File: config.mk
export PLATFORM = sky130hd
export DESIGN_NAME = incremental_pi_deadband_flat
export DESIGN_NICKNAME = d
export VERILOG_FILES = /design/src/rtl/core/ipd_pkg.sv /design/src/rtl/core/ipd_if.sv /design/src/rtl/core/ipd_cfg_regs.sv /design/src/rtl/core/ipd_update.sv /design/src/rtl/core/incremental_pi_deadband.sv /design/src/flat_wrapper.sv
export SDC_FILE = /design/constraint.sdc
export NUM_CORES = 2
export LEC_CHECK = 0
export BUFFER_PORTS_ARGS = -buffer_cell sky130_fd_sc_hd__clkbuf_2
export CAP_MARGIN = 0
export CORE_MARGIN = 4
export CORE_UTILIZATION = 60
export DETAILED_ROUTE_END_ITERATION = 16
export PLACE_DENSITY = 0.91
export SYNTH_ARGS = -nofsm -noshare
export SYNTH_HDL_FRONTEND = slang
export SYNTH_SLANG_ARGS = --single-unit
File: constraint.sdc
create_clock -name clk_i -period 16.3 [get_ports clk_i]
set_clock_uncertainty 0.1 [all_clocks]
set_input_delay 1.63 -clock clk_i [delete_from_list [all_inputs] [get_ports clk_i]]
set_output_delay 1.63 -clock clk_i [all_outputs]
set_load 0.01 [all_outputs]
File: src/rtl/core/ipd_pkg.sv
// ----------------------------------------------------------------------------
// ipd_pkg
// Shared widths, register indexes, reset values and types for the
// incremental PI controller with error deadband.
// ----------------------------------------------------------------------------
package ipd_pkg;

  localparam int unsigned SPEED_W    = 16;  // measured and target speed
  localparam int unsigned ERR_W      = 17;  // target - measured, exact
  localparam int unsigned PREV_W     = 18;  // stored previous error
  localparam int unsigned DRIVE_W    = 17;  // reported drive
  localparam int unsigned GAIN_W     = 16;
  localparam int unsigned DB_W       = 15;
  localparam int unsigned LIM_W      = 16;
  localparam int unsigned SEL_W      = 1;
  localparam int unsigned CFG_IDX_W  = 8;
  localparam int unsigned CFG_DATA_W = 16;

  localparam logic [GAIN_W-1:0] KP_RESET       = GAIN_W'(400);
  localparam logic [GAIN_W-1:0] KI_RESET       = GAIN_W'(300);
  localparam logic [DB_W-1:0]   DEADBAND_RESET = DB_W'(41);
  localparam logic [LIM_W-1:0]  LIMIT_RESET    = LIM_W'(7200);

  typedef enum logic [CFG_IDX_W-1:0] {
    CFG_GAIN_PROPORTIONAL = 8'd0,
    CFG_GAIN_INTEGRAL     = 8'd1,
    CFG_ERROR_DEADBAND    = 8'd2,
    CFG_DRIVE_CLAMP       = 8'd3
  } cfg_reg_e;

  typedef struct packed {
    logic [GAIN_W-1:0] gain_proportional;
    logic [GAIN_W-1:0] gain_integral;
    logic [DB_W-1:0]   error_deadband;
    logic [LIM_W-1:0]  drive_clamp;
  } cfg_t;

endpackage

File: src/rtl/core/ipd_if.sv
// ----------------------------------------------------------------------------
// ipd_if
// Valid/ready channel interfaces: input items, result items and
// configuration writes.
// ----------------------------------------------------------------------------
interface ipd_in_if;
  logic                                     valid;
  logic                                     ready;
  logic [ipd_pkg::SEL_W-1:0]                motor_select;
  logic signed [ipd_pkg::SPEED_W-1:0]       measured_speed;
  logic signed [ipd_pkg::SPEED_W-1:0]       target_speed;

  modport source (output valid, motor_select, measured_speed, target_speed,
                  input ready);
  modport sink   (input valid, motor_select, measured_speed, target_speed,
                  output ready);
endinterface

interface ipd_out_if;
  logic                                 valid;
  logic                                 ready;
  logic signed [ipd_pkg::DRIVE_W-1:0]   drive_value;

  modport source (output valid, drive_value, input ready);
  modport sink   (input valid, drive_value, output ready);
endinterface

interface ipd_cfg_if;
  logic                               valid;
  logic                               ready;
  logic [ipd_pkg::CFG_IDX_W-1:0]      index;
  logic [ipd_pkg::CFG_DATA_W-1:0]     data;

  modport source (output valid, index, data, input ready);
  modport sink   (input valid, index, data, output ready);
endinterface

File: src/rtl/core/ipd_cfg_regs.sv
// ----------------------------------------------------------------------------
// ipd_cfg_regs
// Configuration register file: gains, deadband and drive clamp.
// ----------------------------------------------------------------------------
module ipd_cfg_regs (
  input  logic                 clk_i,
  input  logic                 rst_ni,
  ipd_cfg_if.sink              cfg_i,
  output ipd_pkg::cfg_t        cfg_o
);

  ipd_pkg::cfg_t cfg_q, cfg_d;

  assign cfg_i.ready = 1'b1;

  always_comb begin
    cfg_d = cfg_q;
    if (cfg_i.valid) begin
      case (cfg_i.index)
        ipd_pkg::CFG_GAIN_PROPORTIONAL: cfg_d.gain_proportional = cfg_i.data;
        ipd_pkg::CFG_GAIN_INTEGRAL:     cfg_d.gain_integral     = cfg_i.data;
        ipd_pkg::CFG_ERROR_DEADBAND:
          cfg_d.error_deadband = cfg_i.data[ipd_pkg::DB_W-1:0];
        ipd_pkg::CFG_DRIVE_CLAMP:       cfg_d.drive_clamp       = cfg_i.data;
        default: ;  // unknown index: ignored
      endcase
    end
  end

  always_ff @(posedge clk_i or negedge rst_ni) begin
    if (!rst_ni) begin
      cfg_q.gain_proportional <= ipd_pkg::KP_RESET;
      cfg_q.gain_integral     <= ipd_pkg::KI_RESET;
      cfg_q.error_deadband    <= ipd_pkg::DEADBAND_RESET;
      cfg_q.drive_clamp       <= ipd_pkg::LIMIT_RESET;
    end else begin
      cfg_q <= cfg_d;
    end
  end

  assign cfg_o = cfg_q;

endmodule

File: src/rtl/core/ipd_update.sv
// ----------------------------------------------------------------------------
// ipd_update
// One controller step: error, deadband test, PI increment, clamp and
// truncation toward zero of the drive.
// ----------------------------------------------------------------------------
module ipd_update #(
  parameter int unsigned SPEED_FRAC_BITS = 12,
  parameter int unsigned ACC_W           = 30
) (
  input  ipd_pkg::cfg_t                        cfg_i,
  input  logic signed [ipd_pkg::SPEED_W-1:0]   measured_speed_i,
  input  logic signed [ipd_pkg::SPEED_W-1:0]   target_speed_i,
  input  logic signed [ACC_W-1:0]              acc_i,
  input  logic signed [ipd_pkg::PREV_W-1:0]    prev_i,
  output logic signed [ACC_W-1:0]              acc_o,
  output logic signed [ipd_pkg::PREV_W-1:0]    prev_o,
  output logic signed [ipd_pkg::DRIVE_W-1:0]   drive_o
);

  localparam int unsigned DIFF_W = ipd_pkg::PREV_W + 1;
  localparam int unsigned P_W    = ipd_pkg::GAIN_W + 1 + DIFF_W;
  localparam int unsigned I_W    = ipd_pkg::GAIN_W + 1 + ipd_pkg::ERR_W;
  localparam int unsigned SUM_W  = ((ACC_W > P_W) ? ACC_W : P_W) + 2;

  logic signed [ipd_pkg::ERR_W-1:0]  err;
  logic        [ipd_pkg::ERR_W-1:0]  err_mag;
  logic                              in_band;
  logic signed [DIFF_W-1:0]          diff;
  logic signed [P_W-1:0]             p_term;
  logic signed [I_W-1:0]             i_term;
  logic signed [SUM_W-1:0]           sum;
  logic signed [SUM_W-1:0]           lim;
  logic signed [SUM_W-1:0]           clamped;
  logic signed [ACC_W-1:0]           acc_next;
  logic        [ACC_W-1:0]           acc_mag;
  logic        [ipd_pkg::LIM_W-1:0]  drive_mag;

  assign err     = ipd_pkg::ERR_W'(target_speed_i) - ipd_pkg::ERR_W'(measured_speed_i);
  assign err_mag = err[ipd_pkg::ERR_W-1] ? -err : err;
  // edge of the deadband counts as outside
  assign in_band = err_mag < {{(ipd_pkg::ERR_W-ipd_pkg::DB_W){1'b0}}, cfg_i.error_deadband};

  assign diff   = DIFF_W'(err) - DIFF_W'(prev_i);
  assign p_term = P_W'($signed({1'b0, cfg_i.gain_proportional})) * P_W'(diff);
  assign i_term = I_W'($signed({1'b0, cfg_i.gain_integral})) * I_W'(err);

  assign sum = SUM_W'(acc_i) + SUM_W'(p_term) + SUM_W'(i_term);
  assign lim = $signed(SUM_W'({cfg_i.drive_clamp, {SPEED_FRAC_BITS{1'b0}}}));

  always_comb begin
    if (sum > lim) begin
      clamped = lim;
    end else if (sum < -lim) begin
      clamped = -lim;
    end else begin
      clamped = sum;
    end
  end

  assign acc_next = in_band ? acc_i : ACC_W'(clamped);

  // |acc| never exceeds 65535 << SPEED_FRAC_BITS
  assign acc_mag   = acc_next[ACC_W-1] ? -acc_next : acc_next;
  assign drive_mag = acc_mag[SPEED_FRAC_BITS +: ipd_pkg::LIM_W];
  assign drive_o   = acc_next[ACC_W-1] ? -$signed({1'b0, drive_mag})
                                       :  $signed({1'b0, drive_mag});

  assign acc_o  = acc_next;
  assign prev_o = ipd_pkg::PREV_W'(err);

endmodule

File: src/rtl/core/incremental_pi_deadband.sv
// ----------------------------------------------------------------------------
// incremental_pi_deadband
// Multi-channel incremental PI speed controller with an error deadband and
// a symmetric drive clamp.
// ----------------------------------------------------------------------------
//  channel | dir | payload                                      | accept
//  in_i    | in  | motor_select, measured_speed, target_speed   | valid & ready
//  out_o   | out | drive_value                                  | valid & ready
//  cfg_i   | in  | index, data (register write)                 | valid & ready
//
//  One transaction per cycle sustained while results are accepted. Results
//  pass the input register, then the combinational PI step, which is written
//  into the result register together with the per-channel state.
//  Per-channel state updates in the same cycle it is read, so consecutive
//  transactions on one channel see each other's result.
//  rst_ni clears the valid flags and the per-channel state and loads the register reset values.
//  A stalled result holds the pipeline; an empty input register still fills.
// ----------------------------------------------------------------------------
module incremental_pi_deadband #(
  parameter int unsigned CHANNELS        = 2,
  parameter int unsigned SPEED_FRAC_BITS = 12
) (
  input  logic      clk_i,
  input  logic      rst_ni,
  ipd_in_if.sink    in_i,
  ipd_out_if.source out_o,
  ipd_cfg_if.sink   cfg_i
);

  localparam int unsigned ACC_W = ipd_pkg::LIM_W + SPEED_FRAC_BITS + 2;
  // the select field reaches at most two channels
  localparam int unsigned NCH   = (CHANNELS < 2) ? CHANNELS : 2;

  ipd_pkg::cfg_t cfg;

  logic                                   in_valid_q;
  logic [ipd_pkg::SEL_W-1:0]              sel_q;
  logic signed [ipd_pkg::SPEED_W-1:0]     measured_q;
  logic signed [ipd_pkg::SPEED_W-1:0]     target_q;

  logic                                   out_valid_q;
  logic signed [ipd_pkg::DRIVE_W-1:0]     drive_q, drive_d;

  logic signed [ACC_W-1:0]                acc_q  [NCH];
  logic signed [ipd_pkg::PREV_W-1:0]      prev_q [NCH];

  logic signed [ACC_W-1:0]                acc_cur, acc_new;
  logic signed [ipd_pkg::PREV_W-1:0]      prev_cur, prev_new;
  logic signed [ipd_pkg::DRIVE_W-1:0]     drive_new;
  logic                                   ch_ok;
  logic                                   advance;
  logic                                   in_fire;

  ipd_cfg_regs u_cfg (
    .clk_i  (clk_i),
    .rst_ni (rst_ni),
    .cfg_i  (cfg_i),
    .cfg_o  (cfg)
  );

  assign advance     = in_valid_q && (!out_valid_q || out_o.ready);
  assign in_i.ready  = !in_valid_q || advance;
  assign in_fire     = in_i.valid && in_i.ready;

  assign ch_ok = {{(32-ipd_pkg::SEL_W){1'b0}}, sel_q} < CHANNELS;

  always_comb begin
    acc_cur  = '0;
    prev_cur = '0;
    for (int i = 0; i < NCH; i++) begin
      if (sel_q == ipd_pkg::SEL_W'(i)) begin
        acc_cur  = acc_q[i];
        prev_cur = prev_q[i];
      end
    end
  end

  ipd_update #(
    .SPEED_FRAC_BITS (SPEED_FRAC_BITS),
    .ACC_W           (ACC_W)
  ) u_update (
    .cfg_i            (cfg),
    .measured_speed_i (measured_q),
    .target_speed_i   (target_q),
    .acc_i            (acc_cur),
    .prev_i           (prev_cur),
    .acc_o            (acc_new),
    .prev_o           (prev_new),
    .drive_o          (drive_new)
  );

  assign drive_d = ch_ok ? drive_new : '0;

  // input register
  always_ff @(posedge clk_i or negedge rst_ni) begin
    if (!rst_ni) begin
      in_valid_q <= 1'b0;
    end else if (in_i.ready) begin
      in_valid_q <= in_i.valid;
    end
  end

  always_ff @(posedge clk_i) begin
    if (in_fire) begin
      sel_q      <= in_i.motor_select;
      measured_q <= in_i.measured_speed;
      target_q   <= in_i.target_speed;
    end
  end

  // per-channel controller state
  always_ff @(posedge clk_i or negedge rst_ni) begin
    if (!rst_ni) begin
      for (int i = 0; i < NCH; i++) begin
        acc_q[i]  <= '0;
        prev_q[i] <= '0;
      end
    end else if (advance && ch_ok) begin
      for (int i = 0; i < NCH; i++) begin
        if (sel_q == ipd_pkg::SEL_W'(i)) begin
          acc_q[i]  <= acc_new;
          prev_q[i] <= prev_new;
        end
      end
    end
  end

  // result register
  always_ff @(posedge clk_i or negedge rst_ni) begin
    if (!rst_ni) begin
      out_valid_q <= 1'b0;
    end else if (advance) begin
      out_valid_q <= 1'b1;
    end else if (out_o.ready) begin
      out_valid_q <= 1'b0;
    end
  end

  always_ff @(posedge clk_i) begin
    if (advance) begin
      drive_q <= drive_d;
    end
  end

  assign out_o.valid       = out_valid_q;
  assign out_o.drive_value = drive_q;

endmodule

File: src/flat_wrapper.sv
// flat-port wrapper written by rule: the top's interface ports become plain ports
module incremental_pi_deadband_flat 
#(
  parameter int unsigned CHANNELS        = 2,
  parameter int unsigned SPEED_FRAC_BITS = 12
)
  (clk_i, rst_ni, in_i_valid, in_i_motor_select, in_i_measured_speed, in_i_target_speed, in_i_ready, out_o_valid, out_o_drive_value, out_o_ready, cfg_i_valid, cfg_i_index, cfg_i_data, cfg_i_ready);
  ipd_in_if in_i_i ();
  ipd_out_if out_o_i ();
  ipd_cfg_if cfg_i_i ();
  input  logic clk_i;
  input  logic rst_ni;
  input wire logic [$bits(in_i_i.valid)-1:0] in_i_valid;
  input wire logic [$bits(in_i_i.motor_select)-1:0] in_i_motor_select;
  input wire logic [$bits(in_i_i.measured_speed)-1:0] in_i_measured_speed;
  input wire logic [$bits(in_i_i.target_speed)-1:0] in_i_target_speed;
  output wire logic [$bits(in_i_i.ready)-1:0] in_i_ready;
  output wire logic [$bits(out_o_i.valid)-1:0] out_o_valid;
  output wire logic [$bits(out_o_i.drive_value)-1:0] out_o_drive_value;
  input wire logic [$bits(out_o_i.ready)-1:0] out_o_ready;
  input wire logic [$bits(cfg_i_i.valid)-1:0] cfg_i_valid;
  input wire logic [$bits(cfg_i_i.index)-1:0] cfg_i_index;
  input wire logic [$bits(cfg_i_i.data)-1:0] cfg_i_data;
  output wire logic [$bits(cfg_i_i.ready)-1:0] cfg_i_ready;
  assign in_i_i.valid = in_i_valid;
  assign in_i_i.motor_select = in_i_motor_select;
  assign in_i_i.measured_speed = in_i_measured_speed;
  assign in_i_i.target_speed = in_i_target_speed;
  assign in_i_ready = in_i_i.ready;
  assign out_o_valid = out_o_i.valid;
  assign out_o_drive_value = out_o_i.drive_value;
  assign out_o_i.ready = out_o_ready;
  assign cfg_i_i.valid = cfg_i_valid;
  assign cfg_i_i.index = cfg_i_index;
  assign cfg_i_i.data = cfg_i_data;
  assign cfg_i_ready = cfg_i_i.ready;
  incremental_pi_deadband #(.CHANNELS(CHANNELS), .SPEED_FRAC_BITS(SPEED_FRAC_BITS)) u_core (.clk_i(clk_i), .rst_ni(rst_ni), .in_i(in_i_i), .out_o(out_o_i), .cfg_i(cfg_i_i));
endmodule
### After elaboration in Yosys (flattened, before gate mapping)

Cells that the tools add are included.

| word-level totals | value |
|---|---|
| register bits after elaboration | 209 |
| logic and storage cells | 56 |
| output and inout bits | 20 |
| bits of input ports | 62 |

| operators by class | value |
|---|---|
| multiply operators | 2 |
| order comparisons | 3 |
| mux-type cells | 10 |
| $add $sub $neg | 8 |
| eq/ne operators | 3 |
| bitwise logic cells | 1 |
| reduce and logical (&&, ||, !) cells | 14 |

Operators by type and width:

| operator | count |
|---|---|
| $mux W30 | 4 |
| $add A37 B34 Y38 | 1 |
| $gt A38 B29 Y1 | 1 |
| $lt A38 B38 Y1 | 1 |
| $neg A28 Y38 | 1 |
| $add A30 B36 Y37 | 1 |
| $mul A17 B19 Y36 | 1 |
| $mul A17 B17 Y34 | 1 |
| $mux W28 | 1 |
| $neg A28 Y28 | 1 |
| $sub A17 B18 Y19 | 1 |
| $mux W18 | 1 |
| $lt A17 B15 Y1 | 1 |
| $mux W17 | 1 |
| $neg A16 Y17 | 1 |
| $neg A17 Y17 | 1 |
| $sub A16 B16 Y17 | 1 |
| $eq A8 B2 Y1 const B | 2 |
| $mux W16 | 1 |
| $reduce_and A2 Y1 | 6 |
| $eq A8 B1 Y1 const B | 1 |
| $logic_not A8 Y1 | 1 |
| $logic_and A1 B1 Y1 | 2 |
| $logic_not A1 Y1 | 2 |
| other kinds (4) | 6 |

### Longest topological paths before layout

| logic depth | value |
|---|---|
| depth after elaboration | 13 |
| gate-level depth with buffers | 71 |
| depth with buffers taken out | 65 |

### Hierarchy

From an unflattened synthesis, not the netlist that was laid out.

| unflattened totals | value |
|---|---|
| cell total of the unflattened synthesis | 3865 |
| area, all modules | 37449.7 um2 |

By module, submodules not included:

| module | sequential area each (um2) | times used | cells each | area each (um2) |
|---|---|---|---|---|
| ipd_update | 0.0 | 1 | 3410 | 29173.0 |
| incremental_pi_deadband | 3953.8 | 1 | 316 | 5743.0 |
| ipd_cfg_regs | 1594.0 | 1 | 139 | 2533.7 |

### Worst setup path before layout

OpenSTA, ideal clock, no wires.

| timing | value |
|---|---|
| path kind | reg-to-reg |
| start point | register u_core.sel_q |
| end point | register u_core.drive_q (netlist bit u_core.out_o.drive_value[12]), data pin |
| data arrival time | 16275 ps |
| slack | -347 ps |
| cell stages (with the launch flop) | 68 |
| clock period less this slack | 16647 ps |
| cells stage by stage | edfxtp_1 -> clkbuf_1 -> clkbuf_1 -> buf_1 -> clkbuf_1 -> clkbuf_1 -> buf_1 -> mux2i_1 -> ha_1 -> nor2b_1 -> o21ai_0 -> a21boi_0 -> o21ai_0 -> a21boi_0 -> o21ai_0 -> a21boi_0 -> o21ai_0 -> a21boi_0 -> [... 32 more ...] -> nand4_1 -> or2_2 -> nor3_1 -> nand4bb_1 -> a222oi_1 -> nand4b_1 -> o21ai_1 -> nand2_1 -> o22ai_1 -> clkbuf_1 -> o21ai_0 -> xnor2_1 -> inv_1 -> ha_1 -> nor3b_2 -> a21boi_2 -> mux2i_1 -> xor2_1 |

| between the ends | value |
|---|---|
| word-level cells in the longest chain between the ends | 13 |
| elaborated cells on any way between the ends | 15 |
| classes of those cells | add/sub (5); mul (1); order compare (2); mux (7) |

RTL lines:

| element | RTL line | text |
|---|---|---|
| start: declaration | incremental_pi_deadband.sv:37 | `logic [ipd_pkg::SEL_W-1:0] sel_q;` |
| start signal: assignment | incremental_pi_deadband.sv:105 | `sel_q <= in_i.motor_select;` |
| $mux W18 | incremental_pi_deadband.sv:71 | `if (sel_q == ipd_pkg::SEL_W'(i)) begin` |
| $sub A17 B18 Y19 | ipd_update.sv:43 | `assign diff = DIFF_W'(err) - DIFF_W'(prev_i);` |
| $mul A17 B19 Y36 | ipd_update.sv:44 | `assign p_term = P_W'($signed({1'b0, cfg_i.gain_proportional})) * P_W'(diff);` |
| $add A30 B36 Y37 | ipd_update.sv:47 | `assign sum = SUM_W'(acc_i) + SUM_W'(p_term) + SUM_W'(i_term);` |
| $add A37 B34 Y38 | ipd_update.sv:47 |  |
| $lt A38 B38 Y1 | ipd_update.sv:53 | `end else if (sum < -lim) begin` |
| $mux W30 | ipd_update.sv:53 |  |
| $mux W30 | ipd_update.sv:51 | `if (sum > lim) begin` |
| $mux W30 (*) | ipd_update.sv:60 | `assign acc_next = in_band ? acc_i : ACC_W'(clamped);` |
| $neg A28 Y28 | ipd_update.sv:63 | `assign acc_mag = acc_next[ACC_W-1] ? -acc_next : acc_next;` |
| $mux W28 | ipd_update.sv:63 |  |
| $neg A16 Y17 | ipd_update.sv:65 | `assign drive_o = acc_next[ACC_W-1] ? -$signed({1'b0, drive_mag})` |
| $mux W16 (*) | ipd_update.sv:65 |  |
| via u_core.drive_d (one bit) | incremental_pi_deadband.sv:42 | `logic signed [ipd_pkg::DRIVE_W-1:0] drive_q, drive_d;` |
| end signal: assignment | incremental_pi_deadband.sv:141 | `drive_q <= drive_d;` |
| end: declaration | incremental_pi_deadband.sv:42 |  |

Mark *: on every way through the listed nets, which the timed path passes. The rest lies on a longest branch.
A chain may end at the register's enable or synchronous reset.

### Final worst setup path

| timing | value |
|---|---|
| start point | register u_core.target_q[0] (netlist name) |
| end point | register u_core.drive_q (netlist bit u_core.out_o.drive_value[6]), data pin |

| between the ends | value |
|---|---|
| word-level cells in the longest chain between the ends | 13 |
| elaborated cells on any way between the ends | 18 |
| classes of those cells | add/sub (7); mul (2); order compare (3); mux (6) |

RTL lines:

| element | RTL line | text |
|---|---|---|
| start: declaration | incremental_pi_deadband.sv:39 | `logic signed [ipd_pkg::SPEED_W-1:0] target_q;` |
| start signal: assignment | incremental_pi_deadband.sv:107 | `target_q <= in_i.target_speed;` |
| $sub A16 B16 Y17 (*) | ipd_update.sv:38 | `assign err = ipd_pkg::ERR_W'(target_speed_i) - ipd_pkg::ERR_W'(measured_speed_i);` |
| via u_core.prev_new (one bit) | incremental_pi_deadband.sv:48 | `logic signed [ipd_pkg::PREV_W-1:0] prev_cur, prev_new;` |
| $sub A17 B18 Y19 | ipd_update.sv:43 |  |
| $mul A17 B19 Y36 | ipd_update.sv:44 |  |
| $add A30 B36 Y37 | ipd_update.sv:47 |  |
| $add A37 B34 Y38 | ipd_update.sv:47 |  |
| $lt A38 B38 Y1 | ipd_update.sv:53 |  |
| $mux W30 | ipd_update.sv:53 |  |
| $mux W30 | ipd_update.sv:51 |  |
| $mux W30 (*) | ipd_update.sv:60 |  |
| $neg A28 Y28 | ipd_update.sv:63 |  |
| $mux W28 | ipd_update.sv:63 |  |
| $neg A16 Y17 | ipd_update.sv:65 |  |
| $mux W16 (*) | ipd_update.sv:65 |  |
| via u_core.drive_d (one bit) | incremental_pi_deadband.sv:42 |  |

Marked as above.

==> qor.yml <==
place:
  numPortBuffers: 80
  hpwl_um: 80960
  gp_congestion: 0.9895
synth:
  synth_top_cell_area_share_pct: 35.02
  syn_area_per_cell_um2: 9.270
  synth_most_common_cell: "inv_1"
  synth_edf_count: 50
  yosysWarnings: 0
  synthCells: 3910
  async_flop_share_pct: 76.08
  synth_area_leaders: "fa_1 (35%), ha_1 (10%), dfrtp_1 (10%), inv_1 (8.6%), nand2_1 (5.3%)"
  synth_common_cells: "inv_1 (828), fa_1 (634), nand2_1 (510), ha_1 (300), and2_1 (215)"
  synth.largest_area_cell: "fa_1"
  synth_area_um2: 36250
  synthesis.nets: 4906
  seq_area_frac_synth_pct: 15.17
  yosysUniqueCellTypes: 96
  synth_seq_cells: 209
  dominantRegCellSynth: "dfrtp_1"
routing:
  drtIter0Drc: 2898
  wl_per_cell_um: 21.68
  drc: 0
  route.vias.total: 28623
  drtPass1Iterations: 8
  routed_wl_um: 102300
  viasPerCell: 6.069
  antenna_left: 0
timing:
  max_slew_margin_pct: 27.42
  period_needed_ns: 15.75
  hold_viol_final: 0
  fmax_mhz: 63.49
  setup_tns_ns: 0
  report.final.slew_viol_count: 0
  worst_slew_pin_slew_ns: 1.089
  finalSetupViolCount: 0
  post-route-period-util_pct: 96.63
global_routing:
  grt_use_total_pct: 32.59
  antenna_found_initial: 4
  gr-total-overflow: 0
  grt_pass1_wl_um: 164700
  grt_pass1_vias: 31168
  grt_max_degree: 93
clock_tree:
  cts_tree: "yes"
  clk_path_buf_depth: 3
  root_buffer: "clkbuf_16"
  insertion_delay_ns: 0.58
  clkSlewWorstSetupHoldPaths_ns: 0.06
  clkSinkCount: 209
  h-tree-depth: 1
  numCtsBuffers: 26
layout:
  finalCoreUtilization_pct: 64.93
  fin_nets: 4917
  area_delta_synth_final_pct: 6.521
  drive_above_1_share_pct: 9.439
worst_setup_path:
  cp_max_fo: 18
  cp-end-kind: "register"
  cp.required_ns: 16.53
  start_kind: "register"
  crit_buf_inv: 12
  worst-setup-path-type: "register to register"
  crit_arrival_ns: 15.98
  crit_family: "adder cells"
  slowest_stage: "fa_1"
  reg2reg_setup_slack_ns: 0.55
  critical_path.max_stage_delay_ns: 0.56
floorplan:
  start_util_pct: 60.96
  die-area_um2: 64410
  fp.dieW_um: 253.8
  pin_count: 82
  rows: 89
  dieHeight_um: 253.8
  coreArea_um2: 59460
min_path:
  min_path_type: "register to register"
flow_run:
  cap_violations: 0
run_status:
  status: "complete, no violations"
-- area by class of cell --
type	count	area (um2)
repair buffers	157	992.2
inverters	829	3112
multi-input cells	2698	27140
flip-flops and latches	209	5498
diodes	2	5.005
clock buffers	37	742.0
clock inverters	11	150.1
well taps	773	967.2
fillers	4159	20850
-- through the flow --
step | instances | setup WS [ns] | area (um2) | hold slack [ns]
after floorplan | 3910 | 0.02166 | 36250 | 0.3348
after global placement | 4653 | 0.2857 | 37470 | 0.3461
after detailed placement | 4653 | -0.1755 | 37470 | 0.3627
after CTS | 4707 | 0.01839 | 38460 | 0.3769
after global routing | 4715 | -0.02745 | 38610 | 0.3938
final | 4716 | 0.5493 | 38610 | 0.3780
-- repair_timing --
item	in CTS	in global routing
pin swaps	5	5
setup endpoints to repair	13	16
hold buffers	0	0
gates resized for setup	14	34
setup buffers	6	7
-- logic make-up after synthesis --
group           share of synthesized area, %
simple gates                           15.75
buf+inv                                10.50
fa+ha+maj                              45.37
compound gates                         7.139
flops                                  15.17
mux                                    4.011
xor+xnor                               2.050
other cells                          0.01035
-- tightest hold or removal path, stage by stage (launching register included) --
cell     delay, ns
dfrtp_1       0.34
nand2_1       0.04
o21ai_0       0.06
-- cells in the final DEF, fill, tap and decap left out, drive strengths merged, types with 10 or more instances in the layout --
master / instances
inv: 831
fa: 634
nand2: 510
ha: 300
and2: 216
dfrtp: 145
o21ai: 129
clkbuf: 116
nor2: 103
mux2: 90
a21oi: 88
buf: 78
nor2b: 67
xnor2: 56
edfxtp: 50
nand3: 45
mux2i: 44
nor3: 38
nand2b: 34
a21o: 29
and3: 29
xor2: 28
nand4: 23
a31oi: 18
o211ai: 18
a21boi: 18
dfstp: 14
a211oi: 14
or3: 13
nor4: 12
o21a: 12
nand3b: 11
or4: 10
-- flip-flops by register name, indices dropped and copies added (netlist names) --
name	count
u_core.prev_q	34
u_core.acc_q	60
u_core.out_o.drive_value	17
u_core.in_valid_q	1
u_core.u_cfg.cfg_o	63
u_core.sel_q	1
u_core.measured_q	16
u_core.out_o.valid	1
u_core.target_q	16
-- metal layers --
metal | GRT usage [%] | wire length [um] | share of wire [%] | up-vias
met2 | 52.45 | 47150 | 46 | 1934
met1 | 40.29 | 36400 | 36 | 14015
li1 | - | - | - | 12142
met3 | 10.34 | 12770 | 12 | 530
met5 | 0 | 13 | 0.013 | -
met4 | 15.52 | 5923 | 5.8 | 2
-- final timing paths --
| path | from | endpoint | depth (start not counted) |
|---|---|---|---|
| min in group asynchronous | rst_ni | u_core.acc_q[24] | 1 |
| max | u_core.target_q[0] | u_core.out_o.drive_value[6] | 66 |
| min | u_core.acc_q[29] | u_core.acc_q[29] | 2 |
| max reg2reg | u_core.target_q[0] | u_core.out_o.drive_value[6] | 66 |
| max in group asynchronous | rst_ni | u_core.prev_q[10] | 2 |
| min reg2reg | u_core.acc_q[29] | u_core.acc_q[29] | 2 |
Power is not shown: default switching activity piles up to over one toggle a cycle in this logic, so the estimate is an artifact.
